===== src/rtl/assert_macros.svh =====
// Assertion helpers shared by the RTL.
// Each macro samples on clk and is disabled while arst_n is low.
`ifndef ASSERT_MACROS_SVH
`define ASSERT_MACROS_SVH

// Same-cycle implication.
`define CHK_IMPLY(label, ante, cons) \
	label: assert property (@(posedge clk) disable iff (!arst_n) (ante) |-> (cons)) \
		else $error("same-cycle check failed");

// Next-cycle implication.
`define CHK_NEXT(label, ante, cons) \
	label: assert property (@(posedge clk) disable iff (!arst_n) (ante) |=> (cons)) \
		else $error("next-cycle check failed");

`endif


===== src/rtl/isots_pkg.sv =====
// ----------------------------------------------------------------------------
// isots_pkg: CD-ROM timestamp conversion package
// Payload types, calendar constants and digit helpers.
// ----------------------------------------------------------------------------
package isots_pkg;

	localparam int unsigned YEAR_W = 20;   // signed decoded year offset
	localparam int unsigned FLD_W  = 13;   // signed decoded two-digit field
	localparam int unsigned ZADJ_W = 17;   // signed zone correction, seconds

	localparam logic [7:0]         ASCII_ZERO       = 8'd48;
	localparam logic signed [19:0] EPOCH_YEAR       = 20'sd1970;
	localparam logic signed [19:0] EPOCH_YEAR_SHORT = 20'sd70;
	localparam logic signed [7:0]  ZONE_MIN         = -8'sd48;
	localparam logic signed [7:0]  ZONE_MAX         = 8'sd52;
	localparam logic [31:0]        DAYS_PER_YEAR    = 32'd365;
	localparam logic [31:0]        HOURS_PER_DAY    = 32'd24;
	localparam logic [31:0]        SECS_PER_MIN     = 32'd60;
	localparam logic [31:0]        MINS_PER_HOUR    = 32'd60;
	localparam logic signed [16:0] SECS_PER_QUARTER = 17'sd900; // 15 * 60

	typedef struct packed {
		logic              is_long_form;
		logic [31:0]       year_raw;
		logic [15:0]       month_raw;
		logic [15:0]       day_raw;
		logic [15:0]       hour_raw;
		logic [15:0]       minute_raw;
		logic [15:0]       second_raw;
		logic signed [7:0] zone_quarters;
	} ts_in_t;

	typedef struct packed {
		logic signed [31:0] epoch_seconds;
		logic               date_valid;
	} epoch_out_t;

	// One ASCII byte minus '0', no digit check: -48..207.
	function automatic logic signed [8:0] ascii_digit(input logic [7:0] b);
		return $signed({1'b0, b}) - $signed({1'b0, ASCII_ZERO});
	endfunction

	// Two ASCII digits, tens in the upper byte.
	function automatic logic signed [FLD_W-1:0] ascii_pair(input logic [15:0] w);
		logic signed [FLD_W-1:0] hi;
		logic signed [FLD_W-1:0] lo;
		hi = FLD_W'(ascii_digit(w[15:8]));
		lo = FLD_W'(ascii_digit(w[7:0]));
		return hi * 13'sd10 + lo;
	endfunction

	// Four ASCII year digits, minus 1970.
	function automatic logic signed [YEAR_W-1:0] ascii_year(input logic [31:0] w);
		logic signed [YEAR_W-1:0] d3;
		logic signed [YEAR_W-1:0] d2;
		logic signed [YEAR_W-1:0] d1;
		logic signed [YEAR_W-1:0] d0;
		d3 = YEAR_W'(ascii_digit(w[31:24]));
		d2 = YEAR_W'(ascii_digit(w[23:16]));
		d1 = YEAR_W'(ascii_digit(w[15:8]));
		d0 = YEAR_W'(ascii_digit(w[7:0]));
		return d3 * 20'sd1000 + d2 * 20'sd100 + d1 * 20'sd10 + d0 - EPOCH_YEAR;
	endfunction

	// Days before the first of a month; codes outside 1..12 never reach output.
	function automatic logic [8:0] days_before(input logic [3:0] m);
		logic [8:0] d;
		case (m)
			4'd1:    d = 9'd0;
			4'd2:    d = 9'd31;
			4'd3:    d = 9'd59;
			4'd4:    d = 9'd90;
			4'd5:    d = 9'd120;
			4'd6:    d = 9'd151;
			4'd7:    d = 9'd181;
			4'd8:    d = 9'd212;
			4'd9:    d = 9'd243;
			4'd10:   d = 9'd273;
			4'd11:   d = 9'd304;
			4'd12:   d = 9'd334;
			default: d = 9'd0;
		endcase
		return d;
	endfunction

endpackage


===== src/rtl/iso_timestamp_to_epoch.sv =====
// ----------------------------------------------------------------------------
// iso_timestamp_to_epoch: CD-ROM timestamp to seconds since 1970
// Five-stage pipeline converting short or long form timestamps to Unix time.
// ----------------------------------------------------------------------------
// Usage:
//   Input channel ts/ts_valid/ts_stall carries one timestamp per transaction,
//   either the 7-byte binary form or the 17-byte ASCII digit form (raw digit
//   bytes), plus a signed quarter-hour zone offset.
//   Output channel epoch/epoch_valid/epoch_stall returns one transaction per
//   input: seconds since 1970-01-01 UTC, mod 2^32, and a date_valid flag.
//   Year before 1970 or month outside 1..12 gives zero seconds, flag low.
//   Zone offsets outside -48..52 quarters are ignored.
// Timing:
//   epoch_valid is the stage 5 valid bit. Throughput is one transaction per
//   cycle while not stalled; the stage depth is set by one constant multiply
//   plus add per stage (x365 day count, then x24, x60, x60).
// Reset:
//   arst_n clears every stage valid bit; no result is pending afterwards.
// Stall:
//   Each stage holds while it is full and the stage after it holds, so
//   bubbles close up under a stalled output. ts_stall rises only when all
//   five stages are full and epoch_stall is high.
// ----------------------------------------------------------------------------
`include "assert_macros.svh"

module iso_timestamp_to_epoch
	import isots_pkg::*;
(
	input  logic       clk,
	input  logic       arst_n,
	input  logic       ts_valid,
	output logic       ts_stall,
	input  ts_in_t     ts,
	output logic       epoch_valid,
	input  logic       epoch_stall,
	output epoch_out_t epoch
);

	// ------------------------------------------------------------------
	// Stage enables: a stage loads when empty or when its successor moves
	// ------------------------------------------------------------------
	logic v_s1, v_s2, v_s3, v_s4, v_s5;
	logic en_s1, en_s2, en_s3, en_s4, en_s5;

	assign en_s5    = !v_s5 || !epoch_stall;
	assign en_s4    = !v_s4 || en_s5;
	assign en_s3    = !v_s3 || en_s4;
	assign en_s2    = !v_s2 || en_s3;
	assign en_s1    = !v_s1 || en_s2;
	assign ts_stall = !en_s1;

	// ------------------------------------------------------------------
	// Stage 1: field decode, range check, zone correction
	// ------------------------------------------------------------------
	logic signed [YEAR_W-1:0] year_c;
	logic signed [FLD_W-1:0]  month_c, day_c, hour_c, minute_c, second_c;
	logic                     ok_c;
	logic                     zone_in_range;
	logic signed [ZADJ_W-1:0] zadj_c;

	always_comb begin
		if (ts.is_long_form) begin
			year_c   = ascii_year(ts.year_raw);
			month_c  = ascii_pair(ts.month_raw);
			day_c    = ascii_pair(ts.day_raw);
			hour_c   = ascii_pair(ts.hour_raw);
			minute_c = ascii_pair(ts.minute_raw);
			second_c = ascii_pair(ts.second_raw);
		end else begin
			year_c   = $signed({12'd0, ts.year_raw[7:0]}) - EPOCH_YEAR_SHORT;
			month_c  = $signed({5'd0, ts.month_raw[7:0]});
			day_c    = $signed({5'd0, ts.day_raw[7:0]});
			hour_c   = $signed({5'd0, ts.hour_raw[7:0]});
			minute_c = $signed({5'd0, ts.minute_raw[7:0]});
			second_c = $signed({5'd0, ts.second_raw[7:0]});
		end
		ok_c = (year_c >= 20'sd0) && (month_c >= 13'sd1) && (month_c <= 13'sd12);
		zone_in_range = (ts.zone_quarters >= ZONE_MIN) && (ts.zone_quarters <= ZONE_MAX);
		zadj_c = zone_in_range ? ZADJ_W'(ts.zone_quarters) * SECS_PER_QUARTER
		                       : '0;
	end

	logic [17:0]              year_s1;   // non-negative when ok
	logic [3:0]               month_s1;
	logic signed [FLD_W-1:0]  day_s1, hour_s1, minute_s1, second_s1;
	logic signed [ZADJ_W-1:0] zadj_s1;
	logic                     ok_s1;

	always_ff @(posedge clk or negedge arst_n) begin
		if (!arst_n) begin
			v_s1 <= 1'b0;
		end else if (en_s1) begin
			v_s1 <= ts_valid;
		end
	end

	always_ff @(posedge clk) begin
		if (en_s1 && ts_valid) begin
			year_s1   <= year_c[17:0];
			month_s1  <= month_c[3:0];
			day_s1    <= day_c;
			hour_s1   <= hour_c;
			minute_s1 <= minute_c;
			second_s1 <= second_c;
			zadj_s1   <= zadj_c;
			ok_s1     <= ok_c;
		end
	end

	// ------------------------------------------------------------------
	// Stage 2: day count (years, leap days, month table, day of month)
	// ------------------------------------------------------------------
	logic [18:0] year_p2;
	logic        leap_adj;
	logic [31:0] days_c;

	always_comb begin
		year_p2  = {1'b0, year_s1} + 19'd2;
		leap_adj = (year_p2[1:0] == 2'd0) && (month_s1 <= 4'd2);
		days_c   = 32'(year_s1) * DAYS_PER_YEAR + 32'(year_p2[18:2])
		         + 32'(days_before(month_s1)) - 32'(leap_adj)
		         + 32'(day_s1) - 32'd1;
	end

	logic [31:0]              days_s2;
	logic signed [FLD_W-1:0]  hour_s2, minute_s2, second_s2;
	logic signed [ZADJ_W-1:0] zadj_s2;
	logic                     ok_s2;

	always_ff @(posedge clk or negedge arst_n) begin
		if (!arst_n) begin
			v_s2 <= 1'b0;
		end else if (en_s2) begin
			v_s2 <= v_s1;
		end
	end

	always_ff @(posedge clk) begin
		if (en_s2 && v_s1) begin
			days_s2   <= days_c;
			hour_s2   <= hour_s1;
			minute_s2 <= minute_s1;
			second_s2 <= second_s1;
			zadj_s2   <= zadj_s1;
			ok_s2     <= ok_s1;
		end
	end

	// ------------------------------------------------------------------
	// Stage 3: hours
	// ------------------------------------------------------------------
	logic [31:0]              hours_s3;
	logic signed [FLD_W-1:0]  minute_s3, second_s3;
	logic signed [ZADJ_W-1:0] zadj_s3;
	logic                     ok_s3;

	always_ff @(posedge clk or negedge arst_n) begin
		if (!arst_n) begin
			v_s3 <= 1'b0;
		end else if (en_s3) begin
			v_s3 <= v_s2;
		end
	end

	always_ff @(posedge clk) begin
		if (en_s3 && v_s2) begin
			hours_s3  <= days_s2 * HOURS_PER_DAY + 32'(hour_s2);
			minute_s3 <= minute_s2;
			second_s3 <= second_s2;
			zadj_s3   <= zadj_s2;
			ok_s3     <= ok_s2;
		end
	end

	// ------------------------------------------------------------------
	// Stage 4: minutes
	// ------------------------------------------------------------------
	logic [31:0]              mins_s4;
	logic signed [FLD_W-1:0]  second_s4;
	logic signed [ZADJ_W-1:0] zadj_s4;
	logic                     ok_s4;

	always_ff @(posedge clk or negedge arst_n) begin
		if (!arst_n) begin
			v_s4 <= 1'b0;
		end else if (en_s4) begin
			v_s4 <= v_s3;
		end
	end

	always_ff @(posedge clk) begin
		if (en_s4 && v_s3) begin
			mins_s4   <= hours_s3 * MINS_PER_HOUR + 32'(minute_s3);
			second_s4 <= second_s3;
			zadj_s4   <= zadj_s3;
			ok_s4     <= ok_s3;
		end
	end

	// ------------------------------------------------------------------
	// Stage 5: seconds, zone correction, output register
	// ------------------------------------------------------------------
	logic [31:0] secs_c;
	epoch_out_t  epoch_s5;

	assign secs_c = mins_s4 * SECS_PER_MIN + 32'(second_s4) - 32'(zadj_s4);

	always_ff @(posedge clk or negedge arst_n) begin
		if (!arst_n) begin
			v_s5 <= 1'b0;
		end else if (en_s5) begin
			v_s5 <= v_s4;
		end
	end

	always_ff @(posedge clk) begin
		if (en_s5 && v_s4) begin
			epoch_s5.epoch_seconds <= ok_s4 ? $signed(secs_c) : 32'sd0;
			epoch_s5.date_valid    <= ok_s4;
		end
	end

	assign epoch_valid = v_s5;
	assign epoch       = epoch_s5;

	// ------------------------------------------------------------------
	// Checks
	// ------------------------------------------------------------------
	`CHK_IMPLY(a_invalid_is_zero, epoch_valid && !epoch.date_valid, epoch.epoch_seconds == 32'sd0)
	`CHK_IMPLY(a_stall_only_when_full, ts_stall, v_s1 && v_s2 && v_s3 && v_s4 && v_s5 && epoch_stall)
	`CHK_NEXT(a_s1_moves_on, v_s1 && en_s2, v_s2)
	`CHK_NEXT(a_accept_fills_s1, ts_valid && !ts_stall, v_s1)

endmodule

===== config.mk =====
export PLATFORM = sky130hd
export DESIGN_NAME = iso_timestamp_to_epoch
export DESIGN_NICKNAME = d
export VERILOG_FILES = /design/src/rtl/isots_pkg.sv /design/src/rtl/iso_timestamp_to_epoch.sv
export VERILOG_INCLUDE_DIRS = /design/src /design/src/rtl
export SDC_FILE = /design/constraint.sdc
export NUM_CORES = 2
export LEC_CHECK = 0
export BUFFER_PORTS_ARGS = -buffer_cell sky130_fd_sc_hd__buf_4
export CAP_MARGIN = 40
export CORE_MARGIN = 2
export CORE_UTILIZATION = 30
export CTS_CLUSTER_SIZE = 25
export DETAILED_ROUTE_END_ITERATION = 16
export GPL_ROUTABILITY_DRIVEN = 0
export GPL_TIMING_DRIVEN = 0
export SETUP_SLACK_MARGIN = 0.2
export SYNTH_ARGS = -nofsm -noshare
export SYNTH_HDL_FRONTEND = slang
export SYNTH_SLANG_ARGS = --single-unit
export TNS_END_PERCENT = 1

===== constraint.sdc =====
create_clock -name clk -period 14.89 [get_ports clk]
set_input_delay 1.489 -clock clk [delete_from_list [all_inputs] [get_ports clk]]
set_output_delay 1.489 -clock clk [all_outputs]
set_load 0.05 [all_outputs]

==> impl_metrics.toml <==
[grt]
grt_overflow = 0
grt.total_usage_pct = 12.5
grt_pass1_vias = 26610
grt_max_degree = 65
grt_pass1_wl_mm = 135
antenna_found_initial = 11

[worst_setup_path]
critPathRequiredTime_ns = 15.17
cp.arrival_ns = 9.40
cp_max_fo = 6
crit_path_start = "year_s1[3]"
critPathCaptureType = "register"
rrSetupSlack_ns = 5.77
r2r_start = "year_s1[3]"
r2r_cells = 32
crit_type = "register to register"
crit_slowest_cell = "edfxtp_1"
startpoint_type = "register"
slowest_delay_ns = 0.55
r2r-end = "days_s2[24]"
crit_end = "days_s2[24]"

[timing]
setup_tns_ns = 0
fmax_mhz = 110
setup_viol = 0
relSlewSlack_pct = 42.8
fin_crit_sh_pct = 61.3
worstMarginPinSlew_ns = 0.852
rsz0062_at_grt = "false"
hold_violations = 0
skew_ns = 0.0135
fin_crit_ns = 9.12
slew_viol_final = 0

[route]
dr.first_iter.drc_count = 1010
drc_errors = 0
via_count = 26193
drt-total-wl_mm = 81.2
antenna_left = 0
wire_per_inst_microns = 14.4
firstDrtPassIters = 5
vias_per_cell = 4.64

[synthesis]
synthCells = 3732
synth_nets = 4787
synth_cell_types = 79
synth_edf_count = 332
async_flop_share_pct = 1.45
ys_seq_elements = 346
ys_warn_count = 0
ys_seq_area_share_pct = 26.7
syn_area_sq_um = 38400
postSynthAreaPerCell_sq_um = 10.3
synthFlopType = "edfxtp_1"

[clock_tree]
cts_sinks = 346
numCtsBuffers = 38
tritoncts = "built"
cts_hold_buf = 0
clock_latency_ns = 0.57
cts_resized = 0
htree_levels = 2
clockRootBuffer = "clkbuf_16"
clockBufferDepth = 3
postCtsSetupBuffers = 0
clk_pin_slew_worst_paths_ns = 0.06

[floorplanning]
start_util_pct = 30.2
die_y_microns = 362
io_pins = 160
rows = 131
die_w_microns = 362
die-area_sq_um = 131000
core_area_sq_um = 127000

[cells_and_area]
drive_above_1_share_pct = 7.25
multi_input_area_sq_um = 25900
areaGrowthSynthToFinish_pct = 12.5
regArea_sq_um = 10300
fin_nets = 5002
fillers = 12761

[placement]
place_hpwl_mm = 69.9
portBuffers = 159

[min_path]
min_path_type = "register to register"
hold_path_depth = 0
hp-start = "minute_s2[10]"

[status]
status = "completed"

[run]
maxCapViolCount = 0
-- synthesized netlist by cell type (5+ instances only) --
master	instances	area, sq um
a2111oi_0	10	87.6
a211o_1	12	105
a211oi_1	22	165
a21boi_0	29	218
a21o_1	127	953
a21oi_1	230	1150
a221oi_1	5	43.8
a31o_2	14	123
a31oi_1	19	119
and2_1	18	113
and3_1	15	93.8
clkbuf_1	19	71.3
dfrtp_1	5	125
dfxtp_1	9	180
edfxtp_1	332	9970
fa_1	333	6670
ha_1	597	7470
inv_1	590	2210
mux2_2	16	180
mux2i_1	12	120
nand2_1	140	526
nand2b_1	34	213
nand3_1	49	245
nand4_1	18	113
nor2_1	213	800
nor2b_1	40	250
nor3_1	75	375
nor3b_1	11	82.6
nor4_1	10	62.6
o2111ai_1	5	43.8
o211ai_1	7	52.6
o21a_1	42	315
o21ai_0	161	806
o21ai_1	5	25.0
o21bai_1	34	255
o31ai_1	23	173
or2_2	8	50.1
or3_1	24	150
xnor2_1	245	2150
xor2_1	108	946
-- state kept, by name, indices dropped and copies added (netlist names), 4 cells and up, named ones only --
register	cells
minute_s2	13
second_s4	13
second_s3	13
minute_s1	13
zadj_s4	15
second_s1	13
hour_s1	13
minute_s3	13
year_s1	18
hours_s3	28
zadj_s2	15
second_s2	13
days_s2	25
month_s1	4
zadj_s1	15
hour_s2	13
zadj_s3	15
day_s1	13
mins_s4	30
epoch	33
-- layer usage --
metal / global-route usage, % / share of wire [%]
met5: 0 / 0.057
met2: 21.8 / 47
met1: 16.5 / 47
met3: 1.61 / 3.8
met4: 2.78 / 2.1
-- final cells by class --
cell class                 instances  area share, %
clock buffer                      44           2.25
antenna                            3         0.0174
tap                             1662           4.81
buffer                            20          0.185
multi-input combinational       2775           59.9
clock inverter                    23          0.529
inverter                         591           5.13
sequential                       346           23.8
timing repair buffer             175           3.45
-- how the worst min path moves through the flow --
stage                         end  slack (ns)
finish              minute_s3[10]        0.41
detailed placement     hour_s2[2]        0.40
CTS                 minute_s3[10]        0.41
global placement     minute_s2[0]        0.40
global route         second_s2[5]        0.41
floorplan              hour_s2[0]        0.40
-- cell families after synthesis --
group,share of synthesized area [%]
xor+xnor,8.10
simple gates,8.27
mux,0.781
buf+inv,5.97
other cells,0.00976
flops,26.7
compound gates,13.4
fa+ha+maj,36.8
-- worst max-delay path: cells and delay by family (launching register included) --
kind | cells | cell delay, ns
XOR/XNOR | 3 | 0.87
adder cells (fa/ha/maj) | 8 | 3.06
AND/OR/NAND/NOR | 7 | 1.49
buffers and inverters | 4 | 0.23
flip-flops | 1 | 0.55
AO/OA/AOI/OAI | 10 | 2.63
-- stage by stage --
| step | area [sq um] | utilization, % | hold slack (ns) | std cells | worst slack, ns |
|---|---|---|---|---|---|
| 2_1_floorplan | 38400 | - | 0.400 | 3732 | 6.52 |
| 3_3_place_gp | 41700 | 32.8 | 0.402 | 5553 | 5.76 |
| 3_5_place_dp | 42000 | 33.0 | 0.405 | 5569 | 5.65 |
| 4_1_cts | 43200 | 34.0 | 0.405 | 5636 | 5.72 |
| 5_1_grt | 43200 | 34.0 | 0.411 | 5638 | 5.18 |
| 6_report | 43200 | 34.0 | 0.413 | 5639 | 5.77 |
-- cell usage in the layout, fill, tap and decap left out, types with 22 or more instances in the layout --
master | Yosys | routed
nand2_1 | 140 | 140
fa_1 | 333 | 333
ha_1 | 597 | 597
clkbuf_1 | 19 | 24
o21ai_0 | 161 | 161
xnor2_1 | 245 | 245
a211oi_1 | 22 | 22
a21o_1 | 127 | 127
or3_1 | 24 | 24
buf_4 | 0 | 160
nor3_1 | 75 | 75
o21bai_1 | 34 | 34
nor2_1 | 213 | 213
xor2_1 | 108 | 108
a21oi_1 | 230 | 230
edfxtp_1 | 332 | 332
nand2b_1 | 34 | 34
inv_1 | 590 | 590
nor2b_1 | 40 | 39
o31ai_1 | 23 | 23
o21a_1 | 42 | 42
clkbuf_16 | 0 | 38
nand3_1 | 49 | 49
a21boi_0 | 29 | 28
Power is left out: the tool's default activity adds up to more than one toggle a clock period on the data nets, which glitch-free logic cannot reach.
